<file path="src/hw/rtl/csog_pkg.sv">
// Shared types and constants for the circle span and outline generator.
// Holds the walk widths, input codes and the control record that travels
// from the front part through the job queue to the back part.
package csog_pkg;

	// Default width of a centre coordinate.
	localparam int COORD_BITS_DEF = 16;

	// Fixed widths of the radius, the walk registers and the decision term.
	localparam int RADIUS_BITS = 15;
	localparam int WALK_BITS   = 17;
	localparam int TERM_BITS   = 20;

	// Depth of the job queue between the front and the back part.
	localparam int JOB_FIFO_DEPTH = 2;

	// Input operation codes.
	localparam logic OP_START = 1'b0;
	localparam logic OP_STEP  = 1'b1;

	// Draw mode codes.
	localparam logic MODE_OUTLINE = 1'b0;
	localparam logic MODE_FILL    = 1'b1;

	// What a queued job expands into.
	typedef enum logic [1:0] {
		JOB_SPAN,
		JOB_POINT,
		JOB_NONE
	} job_kind_t;

	// Control part of one job: kind, index of its last result, done on last.
	typedef struct packed {
		job_kind_t   kind;
		logic [1:0]  last_idx;
		logic        done;
	} job_ctrl_t;

	localparam int JOB_CTRL_BITS = $bits(job_ctrl_t);

endpackage

</file>
<file path="src/hw/rtl/csog_front.sv">
// Front part of the circle span and outline generator: draw mode register,
// walk state and the per-item classification into queued jobs.
// Depends on csog_pkg.
module csog_front import csog_pkg::*; #(
	parameter int COORD_BITS = COORD_BITS_DEF
) (
	input  logic                          clk,
	input  logic                          arst_n,
	input  logic                          cfg_we,
	input  logic                          cfg_data,
	input  logic                          accept,
	input  logic                          operation,
	input  logic signed [COORD_BITS-1:0]  center_x,
	input  logic signed [COORD_BITS-1:0]  center_y,
	input  logic [RADIUS_BITS-1:0]        radius,
	output logic                          job_push,
	output job_ctrl_t                     job_ctrl,
	output logic signed [COORD_BITS-1:0]  job_cx,
	output logic signed [COORD_BITS-1:0]  job_cy,
	output logic signed [WALK_BITS-1:0]   job_x,
	output logic signed [WALK_BITS-1:0]   job_y
);

	localparam int EXT = TERM_BITS + 2;
	localparam logic signed [EXT-1:0] E_ONE   = EXT'(1);
	localparam logic signed [EXT-1:0] E_THREE = EXT'(3);
	localparam logic signed [EXT-1:0] E_FIVE  = EXT'(5);
	localparam logic signed [TERM_BITS-1:0] T_ONE = TERM_BITS'(1);
	localparam logic signed [TERM_BITS-1:0] T_TWO = TERM_BITS'(2);

	logic                          mode_q;
	logic                          busy_q, busy_d;
	logic                          fill_q, fill_d;
	logic signed [COORD_BITS-1:0]  cx_q, cx_d, cy_q, cy_d;
	logic signed [WALK_BITS-1:0]   x_q, x_d, y_q, y_d;
	logic signed [TERM_BITS-1:0]   t_q, t_d;

	logic signed [WALK_BITS-1:0]   r_walk;
	logic signed [TERM_BITS-1:0]   r_term;
	logic signed [EXT-1:0]         xe, ye, te;
	logic signed [EXT-1:0]         f_x, f_y, f_t;
	logic signed [WALK_BITS-1:0]   fx_w, fy_w;
	logic signed [TERM_BITS-1:0]   ft_w;
	logic                          o_c1, o_c2;
	logic signed [EXT-1:0]         o_y1, o_t1, o_x2, o_t2;
	logic signed [WALK_BITS-1:0]   ox_w, oy_w;
	logic signed [TERM_BITS-1:0]   ot_w;

	// Draw mode register, written from the configuration port.
	always_ff @(posedge clk or negedge arst_n) begin
		if (!arst_n) begin
			mode_q <= MODE_OUTLINE;
		end else if (cfg_we) begin
			mode_q <= cfg_data;
		end
	end

	// Control state of the walk.
	always_ff @(posedge clk or negedge arst_n) begin
		if (!arst_n) begin
			busy_q <= 1'b0;
			fill_q <= MODE_OUTLINE;
		end else begin
			busy_q <= busy_d;
			fill_q <= fill_d;
		end
	end

	// Centre and walk values; they are only read while a figure is running.
	always_ff @(posedge clk) begin
		cx_q <= cx_d;
		cy_q <= cy_d;
		x_q  <= x_d;
		y_q  <= y_d;
		t_q  <= t_d;
	end

	assign r_walk = WALK_BITS'(radius);
	assign r_term = TERM_BITS'(radius);
	assign xe     = EXT'(x_q);
	assign ye     = EXT'(y_q);
	assign te     = EXT'(t_q);

	// Fill walk: one midpoint decision update.
	always_comb begin
		if (t_q[TERM_BITS-1]) begin
			f_t = te + (xe <<< 1) + E_THREE;
			f_y = ye;
		end else begin
			f_t = te + ((xe - ye) <<< 1) + E_FIVE;
			f_y = ye - E_ONE;
		end
		f_x = xe + E_ONE;
	end

	assign fx_w = WALK_BITS'(f_x);
	assign fy_w = WALK_BITS'(f_y);
	assign ft_w = TERM_BITS'(f_t);

	// Outline walk: error term update, row first and then column.
	always_comb begin
		o_c1 = (te <= ye);
		o_y1 = o_c1 ? (ye + E_ONE) : ye;
		o_t1 = o_c1 ? (te + (o_y1 <<< 1) + E_ONE) : te;
		o_c2 = (te > xe) || (o_t1 > o_y1);
		o_x2 = o_c2 ? (xe + E_ONE) : xe;
		o_t2 = o_c2 ? (o_t1 + (o_x2 <<< 1) + E_ONE) : o_t1;
	end

	assign ox_w = WALK_BITS'(o_x2);
	assign oy_w = WALK_BITS'(o_y1);
	assign ot_w = TERM_BITS'(o_t2);

	// Classify the accepted item, update the walk and form the job.
	always_comb begin
		busy_d   = busy_q;
		fill_d   = fill_q;
		cx_d     = cx_q;
		cy_d     = cy_q;
		x_d      = x_q;
		y_d      = y_q;
		t_d      = t_q;
		job_push = 1'b0;
		job_ctrl = '{kind: JOB_NONE, last_idx: 2'd0, done: 1'b1};
		job_cx   = cx_q;
		job_cy   = cy_q;
		job_x    = x_q;
		job_y    = y_q;
		if (accept) begin
			if (operation == OP_START) begin
				busy_d = 1'b1;
				fill_d = mode_q;
				cx_d   = center_x;
				cy_d   = center_y;
				if (mode_q == MODE_FILL) begin
					x_d      = '0;
					y_d      = r_walk;
					t_d      = T_ONE - r_term;
					// The diameter span is a one-row span job on the centre row.
					job_push = (radius != '0);
					job_ctrl = '{kind: JOB_SPAN, last_idx: 2'd0, done: 1'b0};
					job_cx   = center_x;
					job_cy   = center_y;
					job_x    = r_walk;
					job_y    = '0;
				end else begin
					x_d = -r_walk;
					y_d = '0;
					t_d = T_TWO - (r_term <<< 1);
				end
			end else if (!busy_q) begin
				job_push = 1'b1;
			end else if (fill_q == MODE_FILL) begin
				x_d      = fx_w;
				y_d      = fy_w;
				t_d      = ft_w;
				job_push = 1'b1;
				if (fx_w > fy_w) begin
					busy_d = 1'b0;
				end else begin
					job_ctrl = '{kind: JOB_SPAN,
						last_idx: (fx_w != fy_w) ? 2'd3 : 2'd1, done: 1'b0};
					job_x    = fx_w;
					job_y    = fy_w;
				end
			end else begin
				x_d      = ox_w;
				y_d      = oy_w;
				t_d      = ot_w;
				job_push = 1'b1;
				job_ctrl = '{kind: JOB_POINT, last_idx: 2'd3, done: !ox_w[WALK_BITS-1]};
				if (!ox_w[WALK_BITS-1]) begin
					busy_d = 1'b0;
				end
			end
		end
	end

	// A start always leaves a figure running.
	a_start_busy: assert property (@(posedge clk) disable iff (!arst_n)
		accept && operation == OP_START |=> busy_q)
		else $error("start did not leave the walk busy");

	// Span jobs carry one, two or four rows.
	a_span_count: assert property (@(posedge clk) disable iff (!arst_n)
		job_push && job_ctrl.kind == JOB_SPAN |-> job_ctrl.last_idx != 2'd2)
		else $error("span job with three rows");

endmodule

</file>
<file path="src/hw/rtl/csog_job_fifo.sv">
// Short register queue that holds jobs between the front and back parts.
// Generic in width and depth; depends on nothing else.
module csog_job_fifo #(
	parameter int WIDTH = 8,
	parameter int DEPTH = 2
) (
	input  logic             clk,
	input  logic             arst_n,
	input  logic             push,
	input  logic [WIDTH-1:0] wdata,
	input  logic             pop,
	output logic [WIDTH-1:0] rdata,
	output logic             full,
	output logic             empty
);

	localparam int AW = $clog2(DEPTH);
	localparam int CW = $clog2(DEPTH + 1);

	logic [WIDTH-1:0] mem_q [DEPTH];
	logic [AW-1:0]    wr_ptr_q, rd_ptr_q;
	logic [CW-1:0]    count_q;
	logic             do_push, do_pop;

	assign full    = (count_q == CW'(DEPTH));
	assign empty   = (count_q == '0);
	assign do_push = push && !full;
	assign do_pop  = pop && !empty;
	assign rdata   = mem_q[rd_ptr_q];

	// Pointers and fill count.
	always_ff @(posedge clk or negedge arst_n) begin
		if (!arst_n) begin
			wr_ptr_q <= '0;
			rd_ptr_q <= '0;
			count_q  <= '0;
		end else begin
			if (do_push) begin
				wr_ptr_q <= (wr_ptr_q == AW'(DEPTH - 1)) ? '0 : wr_ptr_q + 1'b1;
			end
			if (do_pop) begin
				rd_ptr_q <= (rd_ptr_q == AW'(DEPTH - 1)) ? '0 : rd_ptr_q + 1'b1;
			end
			if (do_push && !do_pop) begin
				count_q <= count_q + 1'b1;
			end else if (do_pop && !do_push) begin
				count_q <= count_q - 1'b1;
			end
		end
	end

	// Entry storage.
	always_ff @(posedge clk) begin
		if (do_push) begin
			mem_q[wr_ptr_q] <= wdata;
		end
	end

	// The fill count never passes the depth.
	a_count_range: assert property (@(posedge clk) disable iff (!arst_n)
		count_q <= CW'(DEPTH))
		else $error("job queue count out of range");

endmodule

</file>
<file path="src/hw/rtl/csog_back.sv">
// Back part of the circle span and outline generator: expands the head job
// into result beats in the output register, one per cycle unless it is held.
// Depends on csog_pkg.
module csog_back import csog_pkg::*; #(
	parameter int COORD_BITS = COORD_BITS_DEF
) (
	input  logic                                             clk,
	input  logic                                             arst_n,
	input  logic                                             fifo_empty,
	input  logic [JOB_CTRL_BITS+2*COORD_BITS+2*WALK_BITS-1:0] head,
	output logic                                             fifo_pop,
	input  logic                                             pop,
	output logic                                             empty,
	output logic signed [COORD_BITS:0]                       span_row,
	output logic signed [COORD_BITS:0]                       span_left,
	output logic signed [COORD_BITS:0]                       span_right,
	output logic                                             no_pixels,
	output logic                                             figure_done,
	output logic                                             run_last
);

	localparam int OUT_W = COORD_BITS + 1;
	localparam int JW    = JOB_CTRL_BITS + 2 * COORD_BITS + 2 * WALK_BITS;

	job_ctrl_t                     h_ctrl;
	logic signed [COORD_BITS-1:0]  h_cx, h_cy;
	logic signed [WALK_BITS-1:0]   h_x, h_y;
	logic signed [OUT_W-1:0]       cxo, cyo, xo, yo;
	logic signed [OUT_W-1:0]       cy_py, cy_my, cy_px, cy_mx;
	logic signed [OUT_W-1:0]       cx_px, cx_mx, cx_py, cx_my;
	logic signed [OUT_W-1:0]       r_row, r_left, r_right;
	logic                          r_nop, r_done;
	logic [1:0]                    k_q;
	logic                          is_last, load;
	logic                          out_valid_q;

	// Unpack the head job.
	assign h_ctrl = job_ctrl_t'(head[JW-1 -: JOB_CTRL_BITS]);
	assign h_cx   = head[2*COORD_BITS+2*WALK_BITS-1 -: COORD_BITS];
	assign h_cy   = head[COORD_BITS+2*WALK_BITS-1 -: COORD_BITS];
	assign h_x    = head[2*WALK_BITS-1 -: WALK_BITS];
	assign h_y    = head[WALK_BITS-1:0];

	// Operands at output width; wrapping is modulo the output width.
	assign cxo = OUT_W'(h_cx);
	assign cyo = OUT_W'(h_cy);
	assign xo  = OUT_W'(h_x);
	assign yo  = OUT_W'(h_y);

	// The eight mirrored coordinates of the current walk point.
	assign cy_py = cyo + yo;
	assign cy_my = cyo - yo;
	assign cy_px = cyo + xo;
	assign cy_mx = cyo - xo;
	assign cx_px = cxo + xo;
	assign cx_mx = cxo - xo;
	assign cx_py = cxo + yo;
	assign cx_my = cxo - yo;

	assign is_last = (k_q == h_ctrl.last_idx);
	assign load    = !fifo_empty && (!out_valid_q || pop);
	assign fifo_pop = load && is_last;

	// Pick the result for the current beat index of the head job.
	always_comb begin
		r_row   = '0;
		r_left  = '0;
		r_right = '0;
		r_nop   = 1'b1;
		r_done  = 1'b1;
		case (h_ctrl.kind)
			JOB_SPAN: begin
				r_nop  = 1'b0;
				r_done = 1'b0;
				case (k_q)
					2'd0: begin r_row = cy_py; r_left = cx_mx; r_right = cx_px; end
					2'd1: begin r_row = cy_my; r_left = cx_mx; r_right = cx_px; end
					2'd2: begin r_row = cy_px; r_left = cx_my; r_right = cx_py; end
					default: begin r_row = cy_mx; r_left = cx_my; r_right = cx_py; end
				endcase
			end
			JOB_POINT: begin
				r_nop  = 1'b0;
				r_done = h_ctrl.done && is_last;
				case (k_q)
					2'd0: begin r_row = cy_py; r_left = cx_mx; r_right = cx_mx; end
					2'd1: begin r_row = cy_mx; r_left = cx_my; r_right = cx_my; end
					2'd2: begin r_row = cy_my; r_left = cx_px; r_right = cx_px; end
					default: begin r_row = cy_px; r_left = cx_py; r_right = cx_py; end
				endcase
			end
			default: begin
				r_nop  = 1'b1;
				r_done = 1'b1;
			end
		endcase
	end

	// Beat index within the head job and output valid flag.
	always_ff @(posedge clk or negedge arst_n) begin
		if (!arst_n) begin
			k_q         <= 2'd0;
			out_valid_q <= 1'b0;
		end else begin
			if (load) begin
				k_q <= is_last ? 2'd0 : k_q + 2'd1;
			end
			out_valid_q <= load || (out_valid_q && !pop);
		end
	end

	// Output register.
	always_ff @(posedge clk) begin
		if (load) begin
			span_row    <= r_row;
			span_left   <= r_left;
			span_right  <= r_right;
			no_pixels   <= r_nop;
			figure_done <= r_done;
			run_last    <= is_last;
		end
	end

	assign empty = !out_valid_q;

	// The beat index stays within the head job.
	a_k_range: assert property (@(posedge clk) disable iff (!arst_n)
		!fifo_empty |-> k_q <= h_ctrl.last_idx)
		else $error("beat index past the last result of the job");

	// With no job waiting the beat index is back at the start.
	a_k_idle: assert property (@(posedge clk) disable iff (!arst_n)
		fifo_empty |-> k_q == 2'd0)
		else $error("beat index not cleared with the queue empty");

	// An empty job gives one empty, done, last result.
	a_none_beat: assert property (@(posedge clk) disable iff (!arst_n)
		load && h_ctrl.kind == JOB_NONE |=> no_pixels && figure_done && run_last && !empty)
		else $error("empty job gave a wrong result");

endmodule

</file>
<file path="src/hw/rtl/circle_span_and_outline_generator.sv">
// Top level of the circle span and outline generator: front part, job queue
// and back part. Depends on csog_pkg, csog_front, csog_job_fifo and csog_back.
//
//  channel  | handshake         | beat
//  ---------+-------------------+---------------------------------------------
//  input    | push / full       | operation, center_x, center_y, radius
//  result   | empty / pop       | span_row, span_left, span_right, no_pixels,
//           |                   | figure_done, run_last
//  config   | cfg_we            | cfg_data (draw mode)
//
// The front takes one input beat per cycle while the two-entry job queue has room.
// The back gives one result beat per cycle unless the output is held, so a fill step
// gives two or four, an outline step four, a fill start one and an empty result one.
// An input beat's first result passes through the job queue and the output register.
// Reset clears the draw mode to outline, ends any figure and empties the queue.
// A stalled result side fills the queue, then full rises and holds the input.
module circle_span_and_outline_generator import csog_pkg::*; #(
	parameter int COORD_BITS = COORD_BITS_DEF
) (
	input  logic                          clk,
	input  logic                          arst_n,
	input  logic                          cfg_we,
	input  logic                          cfg_data,
	input  logic                          push,
	output logic                          full,
	input  logic                          operation,
	input  logic signed [COORD_BITS-1:0]  center_x,
	input  logic signed [COORD_BITS-1:0]  center_y,
	input  logic [RADIUS_BITS-1:0]        radius,
	output logic                          empty,
	input  logic                          pop,
	output logic signed [COORD_BITS:0]    span_row,
	output logic signed [COORD_BITS:0]    span_left,
	output logic signed [COORD_BITS:0]    span_right,
	output logic                          no_pixels,
	output logic                          figure_done,
	output logic                          run_last
);

	localparam int JW = JOB_CTRL_BITS + 2 * COORD_BITS + 2 * WALK_BITS;

	logic                          accept;
	logic                          job_push;
	job_ctrl_t                     job_ctrl;
	logic signed [COORD_BITS-1:0]  job_cx, job_cy;
	logic signed [WALK_BITS-1:0]   job_x, job_y;
	logic [JW-1:0]                 job_data, head;
	logic                          fifo_pop, fifo_empty;

	assign accept = push && !full;

	// Front part: mode register, walk state, classification.
	csog_front #(
		.COORD_BITS (COORD_BITS)
	) u_front (
		.clk       (clk),
		.arst_n    (arst_n),
		.cfg_we    (cfg_we),
		.cfg_data  (cfg_data),
		.accept    (accept),
		.operation (operation),
		.center_x  (center_x),
		.center_y  (center_y),
		.radius    (radius),
		.job_push  (job_push),
		.job_ctrl  (job_ctrl),
		.job_cx    (job_cx),
		.job_cy    (job_cy),
		.job_x     (job_x),
		.job_y     (job_y)
	);

	assign job_data = {job_ctrl, job_cx, job_cy, job_x, job_y};

	// Job queue between the two parts.
	csog_job_fifo #(
		.WIDTH (JW),
		.DEPTH (JOB_FIFO_DEPTH)
	) u_fifo (
		.clk    (clk),
		.arst_n (arst_n),
		.push   (job_push),
		.wdata  (job_data),
		.pop    (fifo_pop),
		.rdata  (head),
		.full   (full),
		.empty  (fifo_empty)
	);

	// Back part: result beats into the output register.
	csog_back #(
		.COORD_BITS (COORD_BITS)
	) u_back (
		.clk         (clk),
		.arst_n      (arst_n),
		.fifo_empty  (fifo_empty),
		.head        (head),
		.fifo_pop    (fifo_pop),
		.pop         (pop),
		.empty       (empty),
		.span_row    (span_row),
		.span_left   (span_left),
		.span_right  (span_right),
		.no_pixels   (no_pixels),
		.figure_done (figure_done),
		.run_last    (run_last)
	);

endmodule
</file>
<file path="config.mk">
export PLATFORM = sky130hd
export DESIGN_NAME = circle_span_and_outline_generator
export DESIGN_NICKNAME = d
export VERILOG_FILES = /design/src/hw/rtl/csog_pkg.sv /design/src/hw/rtl/csog_front.sv /design/src/hw/rtl/csog_job_fifo.sv /design/src/hw/rtl/csog_back.sv /design/src/hw/rtl/circle_span_and_outline_generator.sv
export SDC_FILE = /design/constraint.sdc
export NUM_CORES = 1
export LEC_CHECK = 0
export BUFFER_PORTS_ARGS = -buffer_cell sky130_fd_sc_hd__buf_2
export CORE_MARGIN = 1.5
export CORE_UTILIZATION = 62
export CTS_CLUSTER_SIZE = 24
export DETAILED_ROUTE_END_ITERATION = 10
export PLACE_DENSITY_LB_ADDON = 0.15
export SLEW_MARGIN = 30
export SYNTH_ARGS = -nofsm -noshare
export SYNTH_HDL_FRONTEND = slang
export SYNTH_SLANG_ARGS = --single-unit
</file>
<file path="constraint.sdc">
create_clock -name clk -period 19.45 [get_ports clk]
set_clock_uncertainty 0.2 [all_clocks]
set_input_delay 1.945 -clock clk [delete_from_list [all_inputs] [get_ports clk]]
set_output_delay 1.945 -clock clk [all_outputs]
set_load 0.02 [all_outputs]
</file>
==> qor.txt <==
Endpoints failing setup: 0
Antenna violations before repair: 1
Clk buf depth: 3
Area Growth Syn to Fin: 7.18%
Syn nets: 3603
Ys async rst share: 3.44%
Total number of vias: 26100
Number of global-route vias before repair: 25400
Skew-Pair Late Insertion Delay: 0.56 ns
Top cell type's share of synthesized area: 29.4%
Die Ht: 218 um
Crit end category: flop
Critical path class: reg2reg
R2R Path Start: u_front.y_q[12]$_DFFE_PP_
Distinct cell type count of the synthesized netlist: 86
Max-Cap Viols: 0
Synth Cell Area: 28700 um2
Min-delay worst type: reg2reg
Hold Startpoint: u_fifo.count_q[1]$_DFFE_PN0P_
Area leader, netlist: edfxtp_1
CTS tree: done
Remaining DRCs: 0
Period utilisation layout: 59.4%
IO Pins: 110
Cts repair resizes: 0
First-pass GRT wire length: 145 mm
Setup Buffers After CTS: 0
Routability cong.: 1.02
Crit path largest cell delay: 0.70 ns
Total CTS buffers: 34
Routed len/inst: 24.9 um
Register bit total from synthesis: 291
Final worst path period need: 11.56 ns
CTS Sinks: 291
Hold Path Cell Cnt: 1
Number of flops mapped to enable cells by yosys: 281
Yosys warns: 0
Pre-Repair DR Iteration Count: 6
Post-route antenna net violation count: 0
Total grt overflow: 0
Worst path arrival time: 11.67 ns
Port bufs: 109
Vias per cell: 6.81
Largest cells by area after synthesis: edfxtp_1, ha_1, xnor2_1
CP max FO: 15
RSZ-0062 raised after global routing: false
CTS hold repair buffers: 0
Measured slew at the worst slew-check pin: 0.964 ns
Die footprint: 47600 um2
Syn Inst Count: 3192
Final Hold Vio Count: 0
Worst-path clk slew: 0.07 ns
Top cells by count, synth: ha_1, edfxtp_1, nor2_1
Worst endpoint required time: 19.55 ns
Fin. max-slew vios: 0
Slowest cell on the critical path: or3b_1
Die span in x: 218 um
Syn Area/Cell: 8.99 um2
Final wirelength: 95.5 mm
Core Area: 45600 um2
Peak Freq: 86.5 MHz
Nets: 3623
FP Rows: 78
Primary FF master, synth: edfxtp_1
Total GRT Usage: 39.7%
Max_slew headroom: 35.8%
Initial DRC count: 3019
DP Wirelength: 73.3 mm
Worst Setup SP: u_front.y_q[12]$_DFFE_PP_
ANT cells: 0
Critical Path Most Common Cell: a21oi_1
H-Tree Depth: 2
Worst r2r path cells: 38
Initial Util: 63.0%
Largest net degree at the start of global routing: 72
Status: completed
CP Launch Type: flop
Fillers: 3650
Sequential area share after synthesis: 30.3%
Setup TNS: 0 ns
Top-count cell post-synth: ha_1
Layout cell share with drive strength beyond 1: 10.2%
CTS Root Cell: clkbuf_16
state kept, by name, summed over array words and instances, names as in the netlist, 2 cells and up:
signal / cells
u_fifo.mem_q: 142
u_front.t_q: 20
u_back.span_left: 17
u_back.span_row: 17
u_front.x_q: 17
u_front.y_q: 17
u_back.span_right: 16
u_front.cx_q: 16
u_front.cy_q: 16
u_back.k_q: 2
u_fifo.count_q: 2
through the flow:
step / utilization, % / hold slack, ns / std cells / setup slack, ns / instance area, um2
after floorplan: - / 0.256 / 3192 / 10.14 / 28700
after global placement: 65.1 / 0.280 / 3775 / 8.48 / 29700
after detailed placement: 65.3 / 0.288 / 3776 / 8.18 / 29700
after CTS: 67.5 / 0.298 / 3830 / 8.14 / 30800
after global routing: 67.5 / 0.334 / 3830 / 7.32 / 30800
final: 67.5 / 0.299 / 3830 / 7.89 / 30800
final timing paths:
check / to / slack (ns)
worst min-delay path: u_fifo.count_q[1]$_DFFE_PN0P_ / 0.30
worst min register to register: u_fifo.count_q[1]$_DFFE_PN0P_ / 0.30
max in group asynchronous: u_fifo.rd_ptr_q$_DFFE_PN0P_ / 17.75
worst max register to register: u_front.t_q[16]$_DFFE_PP_ / 7.89
worst max-delay path: u_front.t_q[16]$_DFFE_PP_ / 7.89
min in group asynchronous: u_front.mode_q$_DFFE_PN0P_ / 1.06
critical path, delay by kind of cell, from the launching register on:
kind	cells	cell delay [ns]
xor gates and xnor gates	2	0.42
adders and majority gates	4	1.21
and+or+nand+nor	13	3.88
muxes	2	0.66
DFF	1	0.55
AOI/OAI and AO/OA	16	4.18
buffers and inverters	1	0.17
placed cells by master (no fill, tap or decap), drive strengths merged, types with 55 or more instances in the layout:
cell | Yosys | layout
mux2i | 75 | 75
o211ai | 55 | 55
nand2 | 216 | 216
ha | 344 | 344
inv | 183 | 186
xor2 | 77 | 77
buf | 30 | 147
nand3 | 75 | 75
a21o | 62 | 62
a21oi | 255 | 255
edfxtp | 281 | 281
mux2 | 79 | 79
nor2 | 258 | 258
xnor2 | 195 | 195
nor3 | 84 | 84
o21ai | 167 | 167
cell type report:
cell class	count	area (um2)	share of cell area [%]
Multi-Input combinational cell	2553	18800	61.0
Sequential cell	291	8690	28.3
Clock buffer	40	895	2.91
Timing Repair Buffer	147	855	2.78
Tap cell	600	751	2.44
Inverter	185	694	2.26
Clock inverter	14	120	0.390
cells by family after synthesis:
family / count (synthesis) / share of synthesized area [%]
adders and majority gates: 357 / 15.9
AOI/OAI and AO/OA: 916 / 21.0
DFF: 291 / 30.3
buffers and inverters: 348 / 4.71
muxes: 154 / 5.71
xor gates and xnor gates: 272 / 8.30
and+or+nand+nor: 854 / 14.1
metal layers:
layer / vias up / wire length [um] / GRT usage, %
li1: 11900 / - / -
met1: 12200 / 36000 / 48.0
met2: 1590 / 44300 / 66.0
met3: 379 / 8110 / 5.58
met4: 0 / 7200 / 26.4
met5: - / 0 / 0
Power is left out: the tool's default activity adds up to more than one toggle a clock period on the data nets, which glitch-free logic cannot reach.
